**src/rtl/cdt_pkg.sv**
```systemverilog
package cdt_pkg;

  // year field width, legal range 12 to 20
  localparam int YEAR_WIDTH = 14;
  localparam logic [YEAR_WIDTH-1:0] YEAR_MAX = {YEAR_WIDTH{1'b1}};

  // year / 25 by reciprocal multiplication, exact for every year of YEAR_WIDTH bits
  localparam int DIV25_SHIFT = YEAR_WIDTH + 5;
  localparam logic [YEAR_WIDTH:0] DIV25_MAGIC =
    (YEAR_WIDTH+1)'(((64'd1 << DIV25_SHIFT) + 64'd24) / 64'd25);
  localparam int PROD_W = 2 * YEAR_WIDTH + 1;

  localparam logic [3:0] MONTH_JAN = 4'd1;
  localparam logic [3:0] MONTH_FEB = 4'd2;
  localparam logic [3:0] MONTH_DEC = 4'd12;
  localparam logic [4:0] DAY_FIRST = 5'd1;
  localparam logic [4:0] DAY_DEC_LAST = 5'd31;
  localparam logic [4:0] HOUR_MAX = 5'd23;
  localparam logic [5:0] MINUTE_MAX = 6'd59;

  // days per month, indexed by month code, zero for codes that name no month
  localparam logic [4:0] MONTH_DAYS [16] = '{
    5'd0, 5'd31, 5'd28, 5'd31, 5'd30, 5'd31, 5'd30, 5'd31,
    5'd31, 5'd30, 5'd31, 5'd30, 5'd31, 5'd0, 5'd0, 5'd0
  };

  typedef enum logic [2:0] {
    OP_SET_DATE = 3'd0,
    OP_SET_TIME = 3'd1,
    OP_DAY_FWD  = 3'd2,
    OP_DAY_BACK = 3'd3,
    OP_COMPARE  = 3'd4
  } cdt_op_e;

  typedef enum logic [1:0] {
    ST_OK         = 2'd0,
    ST_BAD_DATE   = 2'd1,
    ST_BAD_TIME   = 2'd2,
    ST_YEAR_RANGE = 2'd3
  } cdt_status_e;

  typedef struct packed {
    logic [2:0]            op;
    logic [5:0]            day;
    logic [3:0]            month;
    logic [YEAR_WIDTH-1:0] year;
    logic [4:0]            hour;
    logic [5:0]            minute;
  } cdt_in_t;

  typedef struct packed {
    cdt_status_e           status;
    logic                  earlier;
    logic [4:0]            cur_day;
    logic [3:0]            cur_month;
    logic [YEAR_WIDTH-1:0] cur_year;
    logic [4:0]            cur_hour;
    logic [5:0]            cur_minute;
  } cdt_out_t;

  typedef struct packed {
    logic [4:0]            day;
    logic [3:0]            month;
    logic [YEAR_WIDTH-1:0] year;
    logic [4:0]            hour;
    logic [5:0]            minute;
  } cdt_stamp_t;

  localparam cdt_stamp_t STAMP_RESET = '{
    day: 5'd1, month: 4'd1, year: YEAR_WIDTH'(1), hour: 5'd0, minute: 6'd0
  };

  // gregorian leap rule: divisible by 4 and not by 100, or divisible by 400
  function automatic logic cdt_is_leap(input logic [YEAR_WIDTH-1:0] y);
    logic [PROD_W-1:0]       prod;
    logic [YEAR_WIDTH-1:0]   q;
    logic [YEAR_WIDTH+4:0]   q_ext;
    logic [YEAR_WIDTH+4:0]   back;
    logic                    div4;
    logic                    div16;
    logic                    div25;
    prod  = PROD_W'(y) * PROD_W'(DIV25_MAGIC);
    q     = YEAR_WIDTH'(prod >> DIV25_SHIFT);
    q_ext = {5'd0, q};
    back  = (q_ext << 4) + (q_ext << 3) + q_ext;
    div25 = (back == {5'd0, y});
    div4  = (y[1:0] == 2'd0);
    div16 = (y[3:0] == 4'd0);
    return (div4 && !div25) || (div16 && div25);
  endfunction

  function automatic logic [4:0] cdt_days_in(input logic [3:0] m, input logic leap);
    logic [4:0] n;
    n = MONTH_DAYS[m];
    if (m == MONTH_FEB && leap) begin
      n = n + 5'd1;
    end
    return n;
  endfunction

endpackage

```
**src/rtl/cdt_in_reg.sv**
```systemverilog
module cdt_in_reg (
  input  logic            clk_i,
  input  logic            rst_ni,
  input  logic            valid_i,
  output logic            stall_o,
  input  cdt_pkg::cdt_in_t word_i,
  input  logic            take_i,
  output logic            valid_o,
  output cdt_pkg::cdt_in_t word_o
);
  import cdt_pkg::*;

  logic    valid_q, valid_d;
  cdt_in_t word_q, word_d;

  // full and not drained this cycle
  assign stall_o = valid_q && !take_i;

  always_comb begin
    valid_d = valid_q;
    word_d  = word_q;
    if (!stall_o) begin
      valid_d = valid_i;
      if (valid_i) begin
        word_d = word_i;
      end
    end
  end

  always_ff @(posedge clk_i or negedge rst_ni) begin
    if (!rst_ni) begin
      valid_q <= 1'b0;
    end else begin
      valid_q <= valid_d;
    end
  end

  always_ff @(posedge clk_i) begin
    word_q <= word_d;
  end

  assign valid_o = valid_q;
  assign word_o  = word_q;

endmodule

```
**src/rtl/cdt_calc.sv**
```systemverilog
module cdt_calc (
  input  cdt_pkg::cdt_stamp_t st_i,
  input  cdt_pkg::cdt_in_t    cmd_i,
  output cdt_pkg::cdt_stamp_t st_o,
  output cdt_pkg::cdt_out_t   res_o
);
  import cdt_pkg::*;

  logic        st_leap;
  logic        cmd_leap;
  logic [4:0]  st_dim;
  logic [4:0]  prev_dim;
  logic [4:0]  cmd_dim;
  logic [3:0]  prev_month;
  logic        month_ok;
  cdt_stamp_t  nxt;
  cdt_status_e status;
  logic        earlier;

  assign st_leap    = cdt_is_leap(st_i.year);
  assign cmd_leap   = cdt_is_leap(cmd_i.year);
  assign st_dim     = cdt_days_in(st_i.month, st_leap);
  assign prev_month = st_i.month - 4'd1;
  assign prev_dim   = cdt_days_in(prev_month, st_leap);
  assign cmd_dim    = cdt_days_in(cmd_i.month, cmd_leap);
  assign month_ok   = (cmd_i.month >= MONTH_JAN) && (cmd_i.month <= MONTH_DEC);

  always_comb begin
    nxt     = st_i;
    status  = ST_OK;
    earlier = 1'b0;
    unique case (cdt_op_e'(cmd_i.op))
      OP_SET_DATE: begin
        if (cmd_i.year == '0 || !month_ok || cmd_i.day == 6'd0 ||
            cmd_i.day > {1'b0, cmd_dim}) begin
          status = ST_BAD_DATE;
        end else begin
          nxt.day   = cmd_i.day[4:0];
          nxt.month = cmd_i.month;
          nxt.year  = cmd_i.year;
        end
      end
      OP_SET_TIME: begin
        if (cmd_i.hour > HOUR_MAX || cmd_i.minute > MINUTE_MAX) begin
          status = ST_BAD_TIME;
        end else begin
          nxt.hour   = cmd_i.hour;
          nxt.minute = cmd_i.minute;
        end
      end
      OP_DAY_FWD: begin
        priority if (st_i.day < st_dim) begin
          nxt.day = st_i.day + 5'd1;
        end else if (st_i.month < MONTH_DEC) begin
          nxt.day   = DAY_FIRST;
          nxt.month = st_i.month + 4'd1;
        end else if (st_i.year < YEAR_MAX) begin
          nxt.day   = DAY_FIRST;
          nxt.month = MONTH_JAN;
          nxt.year  = st_i.year + YEAR_WIDTH'(1);
        end else begin
          status = ST_YEAR_RANGE;
        end
      end
      OP_DAY_BACK: begin
        priority if (st_i.day > DAY_FIRST) begin
          nxt.day = st_i.day - 5'd1;
        end else if (st_i.month > MONTH_JAN) begin
          nxt.month = prev_month;
          nxt.day   = prev_dim;
        end else if (st_i.year > YEAR_WIDTH'(1)) begin
          nxt.year  = st_i.year - YEAR_WIDTH'(1);
          nxt.month = MONTH_DEC;
          nxt.day   = DAY_DEC_LAST;
        end else begin
          status = ST_YEAR_RANGE;
        end
      end
      OP_COMPARE: begin
        // fields concatenated most significant first give the lexicographic order
        earlier = {st_i.year, st_i.month, 1'b0, st_i.day, st_i.hour, st_i.minute} <
                  {cmd_i.year, cmd_i.month, cmd_i.day, cmd_i.hour, cmd_i.minute};
      end
      default: begin
      end
    endcase
  end

  assign st_o             = nxt;
  assign res_o.status     = status;
  assign res_o.earlier    = earlier;
  assign res_o.cur_day    = nxt.day;
  assign res_o.cur_month  = nxt.month;
  assign res_o.cur_year   = nxt.year;
  assign res_o.cur_hour   = nxt.hour;
  assign res_o.cur_minute = nxt.minute;

endmodule

```
**src/rtl/calendar_date_time_register_unit.sv**
```systemverilog
// a word goes from the input register through the calendar logic into the
// result register; one word per cycle unless out_stall_i holds it full,
// set by the single calendar stage between the two registers
// reset: stored stamp goes to 1 january year 1, 00:00, and both the input
// and the result register come up empty
module calendar_date_time_register_unit (
  input  logic              clk_i,
  input  logic              rst_ni,
  input  logic              in_valid_i,
  output logic              in_stall_o,
  input  cdt_pkg::cdt_in_t  in_word_i,
  output logic              out_valid_o,
  input  logic              out_stall_i,
  output cdt_pkg::cdt_out_t out_word_o
);
  import cdt_pkg::*;

  // input register outputs
  logic       cmd_valid;
  cdt_in_t    cmd_word;

  // calendar logic outputs
  cdt_stamp_t st_next;
  cdt_out_t   res;

  // stored stamp and result register
  cdt_stamp_t st_q, st_d;
  logic       out_valid_q, out_valid_d;
  cdt_out_t   out_word_q, out_word_d;

  // result register can take a word when empty or when being drained
  logic       out_ready;
  logic       take;

  assign out_ready = !out_valid_q || !out_stall_i;
  assign take      = cmd_valid && out_ready;

  cdt_in_reg u_in_reg (
    .clk_i   (clk_i),
    .rst_ni  (rst_ni),
    .valid_i (in_valid_i),
    .stall_o (in_stall_o),
    .word_i  (in_word_i),
    .take_i  (out_ready),
    .valid_o (cmd_valid),
    .word_o  (cmd_word)
  );

  // all calendar work happens here, on the stamp as it stands this cycle
  cdt_calc u_calc (
    .st_i  (st_q),
    .cmd_i (cmd_word),
    .st_o  (st_next),
    .res_o (res)
  );

  always_comb begin
    st_d        = st_q;
    out_valid_d = out_valid_q;
    out_word_d  = out_word_q;
    if (out_ready) begin
      out_valid_d = cmd_valid;
    end
    // stamp and result move together, so the next word sees the new stamp
    if (take) begin
      st_d       = st_next;
      out_word_d = res;
    end
  end

  always_ff @(posedge clk_i or negedge rst_ni) begin
    if (!rst_ni) begin
      st_q        <= STAMP_RESET;
      out_valid_q <= 1'b0;
    end else begin
      st_q        <= st_d;
      out_valid_q <= out_valid_d;
    end
  end

  always_ff @(posedge clk_i) begin
    out_word_q <= out_word_d;
  end

  assign out_valid_o = out_valid_q;
  assign out_word_o  = out_word_q;

  // stored stamp is always a legal calendar date and time
  a_stamp_legal: assert property (@(posedge clk_i) disable iff (!rst_ni)
    st_q.day >= DAY_FIRST && st_q.month >= MONTH_JAN && st_q.month <= MONTH_DEC &&
    st_q.year != '0 && st_q.hour <= HOUR_MAX && st_q.minute <= MINUTE_MAX)
    else $error("stored stamp out of range");

  // the stamp only moves when a word goes into the result register
  a_stamp_hold: assert property (@(posedge clk_i) disable iff (!rst_ni)
    !take |=> $stable(st_q))
    else $error("stamp changed without a word");

  // a rejected word leaves the stamp as it was
  a_reject_keeps: assert property (@(posedge clk_i) disable iff (!rst_ni)
    take && res.status != ST_OK |=> $stable(st_q))
    else $error("rejected word changed the stamp");

  // range error only at the first or the last day that can be held
  a_range_edge: assert property (@(posedge clk_i) disable iff (!rst_ni)
    out_valid_q && out_word_q.status == ST_YEAR_RANGE |->
      (out_word_q.cur_year == YEAR_MAX && out_word_q.cur_month == MONTH_DEC &&
       out_word_q.cur_day == DAY_DEC_LAST) ||
      (out_word_q.cur_year == YEAR_WIDTH'(1) && out_word_q.cur_month == MONTH_JAN &&
       out_word_q.cur_day == DAY_FIRST))
    else $error("range error away from the range ends");

endmodule
```
**config.mk**
```make
export PLATFORM = sky130hd
export DESIGN_NAME = calendar_date_time_register_unit
export DESIGN_NICKNAME = d
export VERILOG_FILES = /design/src/rtl/cdt_pkg.sv /design/src/rtl/cdt_in_reg.sv /design/src/rtl/cdt_calc.sv /design/src/rtl/calendar_date_time_register_unit.sv
export SDC_FILE = /design/constraint.sdc
export NUM_CORES = 1
export LEC_CHECK = 0
export ABC_AREA = 1
export BUFFER_PORTS_ARGS = -buffer_cell sky130_fd_sc_hd__buf_2
export CORE_ASPECT_RATIO = 0.6
export CORE_UTILIZATION = 50
export DETAILED_ROUTE_END_ITERATION = 10
export PLACE_DENSITY = 0.67
export SLEW_MARGIN = 40
export SYNTH_ARGS = -nofsm -noshare
export SYNTH_HDL_FRONTEND = slang
export SYNTH_SLANG_ARGS = --single-unit
```
**constraint.sdc**
```tcl
create_clock -name clk_i -period 14.7 [get_ports clk_i]
set_clock_uncertainty 0.2 [all_clocks]
set_input_delay 0.735 -clock clk_i [delete_from_list [all_inputs] [get_ports clk_i]]
set_output_delay 0.735 -clock clk_i [all_outputs]
set_load 0.005 [all_outputs]
```
==> results of run 1 <==
per-stage QoR:
| stage | worst slack [ns] | utilization |
|---|---|---|
| after floorplan | 5.34 | - |
| after global placement | 3.71 | 0.542 |
| after detailed placement | 3.63 | 0.543 |
| after CTS | 3.60 | 0.552 |
| after global routing | 2.65 | 0.552 |
| final | 3.53 | 0.552 |
cells by family (layout without fill, tap and decap cells):
group                    count (synthesis)  in the layout  synth area share
other                                    0              1                 0
multiplexers                             1              1          0.000592
AND/OR/NAND/NOR                        768            768             0.194
XOR/XNOR                                66             66            0.0350
flip-flops                             111            111             0.187
adder cells (fa/ha/maj)                449            449             0.390
AO/OA/AOI/OAI                          312            312             0.103
buffers and inverters                  400            471            0.0902
flip-flops by register name, summed over array words and instances, names as in the netlist:
signal	flops
out_valid_o	1
out_word_o	37
u_in_reg.valid_o	1
u_in_reg.word_o	38
st_q	34
critical path, delay by kind of cell (launching register included):
| family | cells | cell delay, ns |
|---|---|---|
| flops | 1 | 0.65 |
| simple gates | 22 | 3.16 |
| xor+xnor | 3 | 0.74 |
| compound gates | 8 | 1.39 |
| fa+ha+maj | 9 | 3.81 |
| buf+inv | 9 | 0.88 |
layout make-up:
type	count	share of cell area
Inverter	360	0.0745
Sequential cell	111	0.174
Antenna cell	1	0.000138
Clock buffer	10	0.0138
Clock inverter	6	0.00276
Timing Repair Buffer	95	0.0291
Tap cell	450	0.0310
Multi-Input combinational cell	1596	0.675
routing by layer:
layer  GRT usage  share of wire
met1       0.439           0.49
met2       0.383           0.39
met3      0.0899           0.12
met4      0.0354         0.0088
met5           0              0
worst min path at each step:
stage                              to  cells after the start        startpoint
after floorplan           out_valid_o                      2  u_in_reg.valid_o
after detailed placement  out_valid_o                      2  u_in_reg.valid_o
after global placement    out_valid_o                      2  u_in_reg.valid_o
after CTS                     st_q[8]                      1            rst_ni
after global routing          st_q[8]                      1            rst_ni
final                         st_q[8]                      1            rst_ni
placed cells by master (no fill, tap or decap), types with 4 or more instances in the layout:
cell	Yosys	final
sky130_fd_sc_hd__o21bai_1	8	8
sky130_fd_sc_hd__o22ai_1	4	4
sky130_fd_sc_hd__nand3_1	134	133
sky130_fd_sc_hd__o21ai_0	112	112
sky130_fd_sc_hd__a21oi_1	123	123
sky130_fd_sc_hd__nor4_1	4	4
sky130_fd_sc_hd__inv_2	3	4
sky130_fd_sc_hd__clkbuf_16	0	10
sky130_fd_sc_hd__nand3b_1	4	4
sky130_fd_sc_hd__a21o_1	7	7
sky130_fd_sc_hd__nand2_2	6	6
sky130_fd_sc_hd__a211oi_1	5	4
sky130_fd_sc_hd__nor2_1	90	88
sky130_fd_sc_hd__a31oi_1	7	7
sky130_fd_sc_hd__nand2_1	462	462
sky130_fd_sc_hd__ha_1	319	319
sky130_fd_sc_hd__fa_1	130	130
sky130_fd_sc_hd__inv_1	355	354
sky130_fd_sc_hd__or2_2	5	5
sky130_fd_sc_hd__buf_4	0	15
sky130_fd_sc_hd__edfxtp_1	75	75
sky130_fd_sc_hd__xnor2_1	16	16
sky130_fd_sc_hd__nand3_2	3	4
sky130_fd_sc_hd__o211ai_1	10	10
sky130_fd_sc_hd__nand4_1	27	27
sky130_fd_sc_hd__dfrtp_1	33	33
sky130_fd_sc_hd__a21boi_1	20	20
sky130_fd_sc_hd__xor2_1	49	49
sky130_fd_sc_hd__nor3_1	22	21
sky130_fd_sc_hd__buf_2	6	79
cells in the mapped netlist (all sizes together), types with 8 or more instances:
| cell type | number | area [sq um] |
|---|---|---|
| o211ai | 10 | 75.1 |
| ha | 319 | 3990 |
| a21oi | 123 | 616 |
| nand2 | 470 | 1790 |
| xor2 | 49 | 429 |
| buf | 8 | 52.6 |
| o21ai | 116 | 584 |
| nor3 | 23 | 120 |
| edfxtp | 75 | 2250 |
| nand4 | 27 | 169 |
| a21boi | 20 | 150 |
| dfrtp | 33 | 826 |
| inv | 358 | 1340 |
| clkbuf | 32 | 120 |
| fa | 130 | 2600 |
| o21bai | 8 | 60.1 |
| nand3 | 137 | 701 |
| xnor2 | 16 | 140 |
| nor2 | 91 | 344 |
==> run_results.csv, run 1 <==
group,metric,value,unit
sta,clock.fmax,89.5,MHz
die,core,32900,sq um
sta,slew_viol_final,0,
worst_setup_path,critical-path-max-stage-delay,0.65,ns
worst_setup_path,crit_end,"out_word_o[13]",
global_routing,grtUsageTotal,0.283,
worst_setup_path,critical_path_arrival,11.06,ns
sta,layout_min_cycle_time,11.17,ns
worst_hold_path,timing.hold.worst.class,"input port to async pin",
sta,hold_viol,0,
layout,finalInstanceArea,18100,sq um
global_routing,grt_first_pass_wirelength,74.4,mm
drt,initialDrtViolationCount,1533,
worst_setup_path,setup.worst_path.start_class,"flip-flop",
drt,dr_pass1_iterations,6,
sta,finalSetupViolations,0,
global_routing,number_of_global_route_vias_before_repair,13400,
sta,rsz0062_at_grt,"false",
synthesis,yosysSeqAreaShare,0.187,
global_routing,pin_count_of_the_biggest_net_entering_global_routing,48,
clock_network,cts_setup_buffers,0,
die,start_util,0.514,
sta,final.hold.worst_slack,0.163,ns
sta,totalNegativeSetupSlack,0,ns
synthesis,synth_cell_type_count,55,
layout,seqCellArea,3160,sq um
worst_setup_path,critical_path_class,"flip-flop to flip-flop",
place,gp_congestion,0.992,
drt,wl_per_cell,18.2,um
die,fp.dieH,144,um
clock_network,hold_buffers,0,
place,dpl.cell_count,2611,
worst_setup_path,timing.critical_path.required,14.59,ns
synthesis,synthesis.instances,2107,
sta,worst_slew_margin_rel,0.486,
sta,worst_slew_pin_slew,0.771,ns
worst_setup_path,worstReg2RegStart,"u_in_reg.word_o[22]",
drt,ant_nets,0,
synthesis,synth-warning-count,0,
clock_network,ctsLongestPathBuffers,2,
worst_setup_path,worst_setup_path_end_kind,"flip-flop",
sta,post-route-period-util,0.760,
layout,final_layout_size_suffix_gt1_frac,0.0666,
synthesis,post_synthesis_register_bit_count,111,
worst_setup_path,setup.worst_path.start,"u_in_reg.word_o[22]",
layout,nNetsFinal,2664,
clock_network,tritoncts,"yes",
clock_network,insertion_delay,0.37,ns
global_routing,grt_overflow,0,
clock_network,sinks_on_clock_net,111,
place,io_buffer_count,80,
drt,route.vias.total,14500,
layout,multiInputGateArea,12200,sq um
drt,drt_drc_violations_left,0,
worst_setup_path,cp_slowest_cell,"sky130_fd_sc_hd__edfxtp_1",
worst_setup_path,worstPathMaxFanout,47,
synthesis,net_count_of_the_mapped_netlist,2598,
synthesis,cell_area_synth,16900,sq um
synthesis,ys.flop_type,"sky130_fd_sc_hd__edfxtp_1",
layout,filler_cell_count,3063,
worst_setup_path,reg2reg_to,"out_word_o[13]",
die,full_die_area,34600,sq um
status,outcome,"finished, final reports clean",
clock_network,tritoncts.num_buffers,9,
clock_network,cts_max_level,3,
drt,wire_length_after_detailed_routing,48.0,mm
layout,flow.area_growth_from_synthesis,7.38,%
worst_setup_path,ff2ff_path_depth,51,
synthesis,ys_async_sr_fraction,0.324,
job,cap_violations,0,
die,site_rows,51,
synthesis,postSynthAreaPerCell,8.02,sq um
layout,layoutNonFillerInstCount,2629,
synthesis,synth_enable_flop_cells,75,
clock_network,cts.clk_slew.worst_paths,0.07,ns
place,dp.final_hpwl,38.9,mm
clock_network,clock-root-buffer,"sky130_fd_sc_hd__clkbuf_16",
die,die_width,239,um
clock_network,post_cts_resized,0,
die,i_o_pin_count,81,
place,detailed_place.area,17800,sq um
worst_setup_path,regToRegSetupSlack,3.53,ns
drt,routed_via_density,5.53,
global_routing,antenna_found_initial,1,
Power of run 1 is not shown: default switching activity piles up to over one toggle a cycle in this logic, so the estimate is an artifact.
==> run 2, diff against run 1 <==
==> constraint.sdc (replaced) <==
create_clock -name clk_i -period 11.5 [get_ports clk_i]
set_clock_uncertainty 0.2 [all_clocks]
set_input_delay 0.575 -clock clk_i [delete_from_list [all_inputs] [get_ports clk_i]]
set_output_delay 0.575 -clock clk_i [all_outputs]
set_load 0.005 [all_outputs]
==> run 2 against run 1 <==
  * Utilization increased by 0.49 points
  * Critical endpoint is now out_word_o[15]
  * Count of clock-buffer cells in the layout unchanged
  * Fmax increased by 2.8%
  * Via count increased by 1.2%
==> run_results.csv, run 2 (synthesis results as in run 1) <==
group,metric,value,unit
global_routing,grt_use_met2,0.394,
job,cap_violations,0,
drt,ant_nets,0,
worst_hold_path,timing.hold.worst.class,"input port to async pin",
die,core,32900,sq um
sta,final.hold.worst_slack,0.00564,ns
sta,finalSetupViolations,0,
clock_network,hold_buffers,0,
drt,initialDrtViolationCount,1414,
drt,route.vias.total,14700,
die,i_o_pin_count,81,
layout,n_antenna_cell,0,
worst_setup_path,critical-path-max-stage-delay,0.56,ns
clock_network,tritoncts,"yes",
layout,final_common_cell,"sky130_fd_sc_hd__nand2_1",
drt,routed_via_density,5.55,
clock_network,tritoncts.num_buffers,9,
drt,drt_drc_violations_left,0,
layout,finalInstanceArea,18300,sq um
worst_setup_path,regToRegSetupSlack,0.63,ns
die,start_util,0.514,
clock_network,clock-root-buffer,"sky130_fd_sc_hd__clkbuf_16",
worst_setup_path,ff2ff_path_depth,46,
drt,wire_length_after_detailed_routing,48.5,mm
global_routing,globalRouteMet3Util,0.0792,
worst_setup_path,worst_setup_path_end_kind,"flip-flop",
sta,post-route-period-util,0.945,
layout,largest_reg_flops,38,
global_routing,grt_overflow,0,
sta,hold_viol,0,
die,die_width,239,um
clock_network,ctsLongestPathBuffers,2,
drt,wl_per_cell,18.3,um
global_routing,busiest_layer,"met1",
place,gp_congestion,0.952,
sta,totalNegativeSetupSlack,0,ns
die,full_die_area,34600,sq um
global_routing,met1_usage,0.449,
place,detailed_place.area,18000,sq um
sta,rsz0062_at_grt,"false",
clock_network,cts_max_level,3,
layout,final_layout_size_suffix_gt1_frac,0.0754,
sta,slew_viol_final,0,
clock_network,sinks_on_clock_net,111,
global_routing,grtUsageTotal,0.287,
sta,worst_slew_pin_slew,0.868,ns
worst_setup_path,cpMostUsedCell,"sky130_fd_sc_hd__inv_1",
die,fp.dieH,144,um
clock_network,insertion_delay,0.37,ns
worst_setup_path,critical_path_arrival,10.84,ns
layout,layout.core_utilization,0.557,
worst_setup_path,worstReg2RegStart,"u_in_reg.word_o[24]",
layout,commonest_non_fill_non_tap_cells_in_the_layout,"sky130_fd_sc_hd__nand2_1, sky130_fd_sc_hd__inv_1, sky130_fd_sc_hd__ha_1",
worst_setup_path,critical_path_class,"flip-flop to flip-flop",
global_routing,pin_count_of_the_biggest_net_entering_global_routing,74,
global_routing,number_of_global_route_vias_before_repair,13800,
global_routing,antenna_found_initial,2,
worst_setup_path,reg2reg_to,"out_word_o[15]",
worst_setup_path,cp_slowest_cell,"sky130_fd_sc_hd__edfxtp_1",
drt,dr_pass1_iterations,5,
global_routing,grt_first_pass_wirelength,75.7,mm
clock_network,cts.clk_slew.worst_paths,0.08,ns
sta,worst_slew_margin_rel,0.419,
worst_setup_path,timing.critical_path.required,11.48,ns
status,outcome,"finished, final reports clean",
sta,clock.fmax,92.0,MHz
layout,filler_cell_count,3039,
sta,layout_min_cycle_time,10.87,ns
place,dp.final_hpwl,39.5,mm
layout,flow.area_growth_from_synthesis,8.34,%
die,site_rows,51,
worst_setup_path,setup.worst_path.start_class,"flip-flop",
place,io_buffer_count,80,
layout,nNetsFinal,2687,
worst_setup_path,worstPathMaxFanout,47,
[run 2: changes by cell type in the layout (fill, tap and decap cells not counted), sizes merged]
| cell | before | now |
|---|---|---|
| clkinvlp | 1 | 3 |
| diode | 1 | 0 |
| inv | 361 | 358 |
| clkinv | 4 | 5 |
| buf | 95 | 118 |
[run 2: metal layers]
metal,vias up,part of all wire
met3,33,0.11
li1,7097,-
met2,650,0.39
met1,6924,0.50
met5,-,0.0013
met4,4,0.0052
[run 2: layout make-up]
cell class / count / area, sq um / area share
clock buffer: 10 / 250 / 0.0137
clock inverter: 6 / 51.3 / 0.00280
inverter: 360 / 1350 / 0.0738
multi-input combinational: 1596 / 12200 / 0.669
sequential: 111 / 3160 / 0.172
tap: 450 / 563 / 0.0308
timing repair buffer: 118 / 692 / 0.0378
[run 2: what timing repair did]
item,in CTS,in global routing
resized for setup,0,1
buffers inserted,0,3
setup endpoints to repair,0,22
[run 2: worst max-delay path by stage]
stage,start,slack (ns),end,cells after the start
2_1_floorplan,u_in_reg.word_o[22],2.14,out_word_o[13],51
3_3_place_gp,u_in_reg.word_o[23],1.03,out_word_o[15],51
3_5_place_dp,u_in_reg.word_o[23],0.75,out_word_o[13],47
4_1_cts,u_in_reg.word_o[23],0.66,out_word_o[13],47
5_1_grt,u_in_reg.word_o[24],0.05,out_word_o[13],52
6_report,u_in_reg.word_o[24],0.63,out_word_o[15],46
[run 2: critical path: cells and delay by family (launching register included)]
| family | cells | cell delay, ns |
|---|---|---|
| fa+ha+maj | 10 | 4.11 |
| simple gates | 14 | 2.15 |
| xor+xnor | 4 | 1.06 |
| compound gates | 8 | 1.45 |
| buf+inv | 10 | 1.11 |
| flops | 1 | 0.56 |
[run 2: per-stage QoR]
stage | instances | setup WS (ns)
floorplan | 2107 | 2.14
global route | 2651 | 0.0493
CTS | 2647 | 0.663
finish | 2651 | 0.634
detailed placement | 2631 | 0.754
global placement | 2631 | 1.03
Power of run 2 is left out for the same reason.
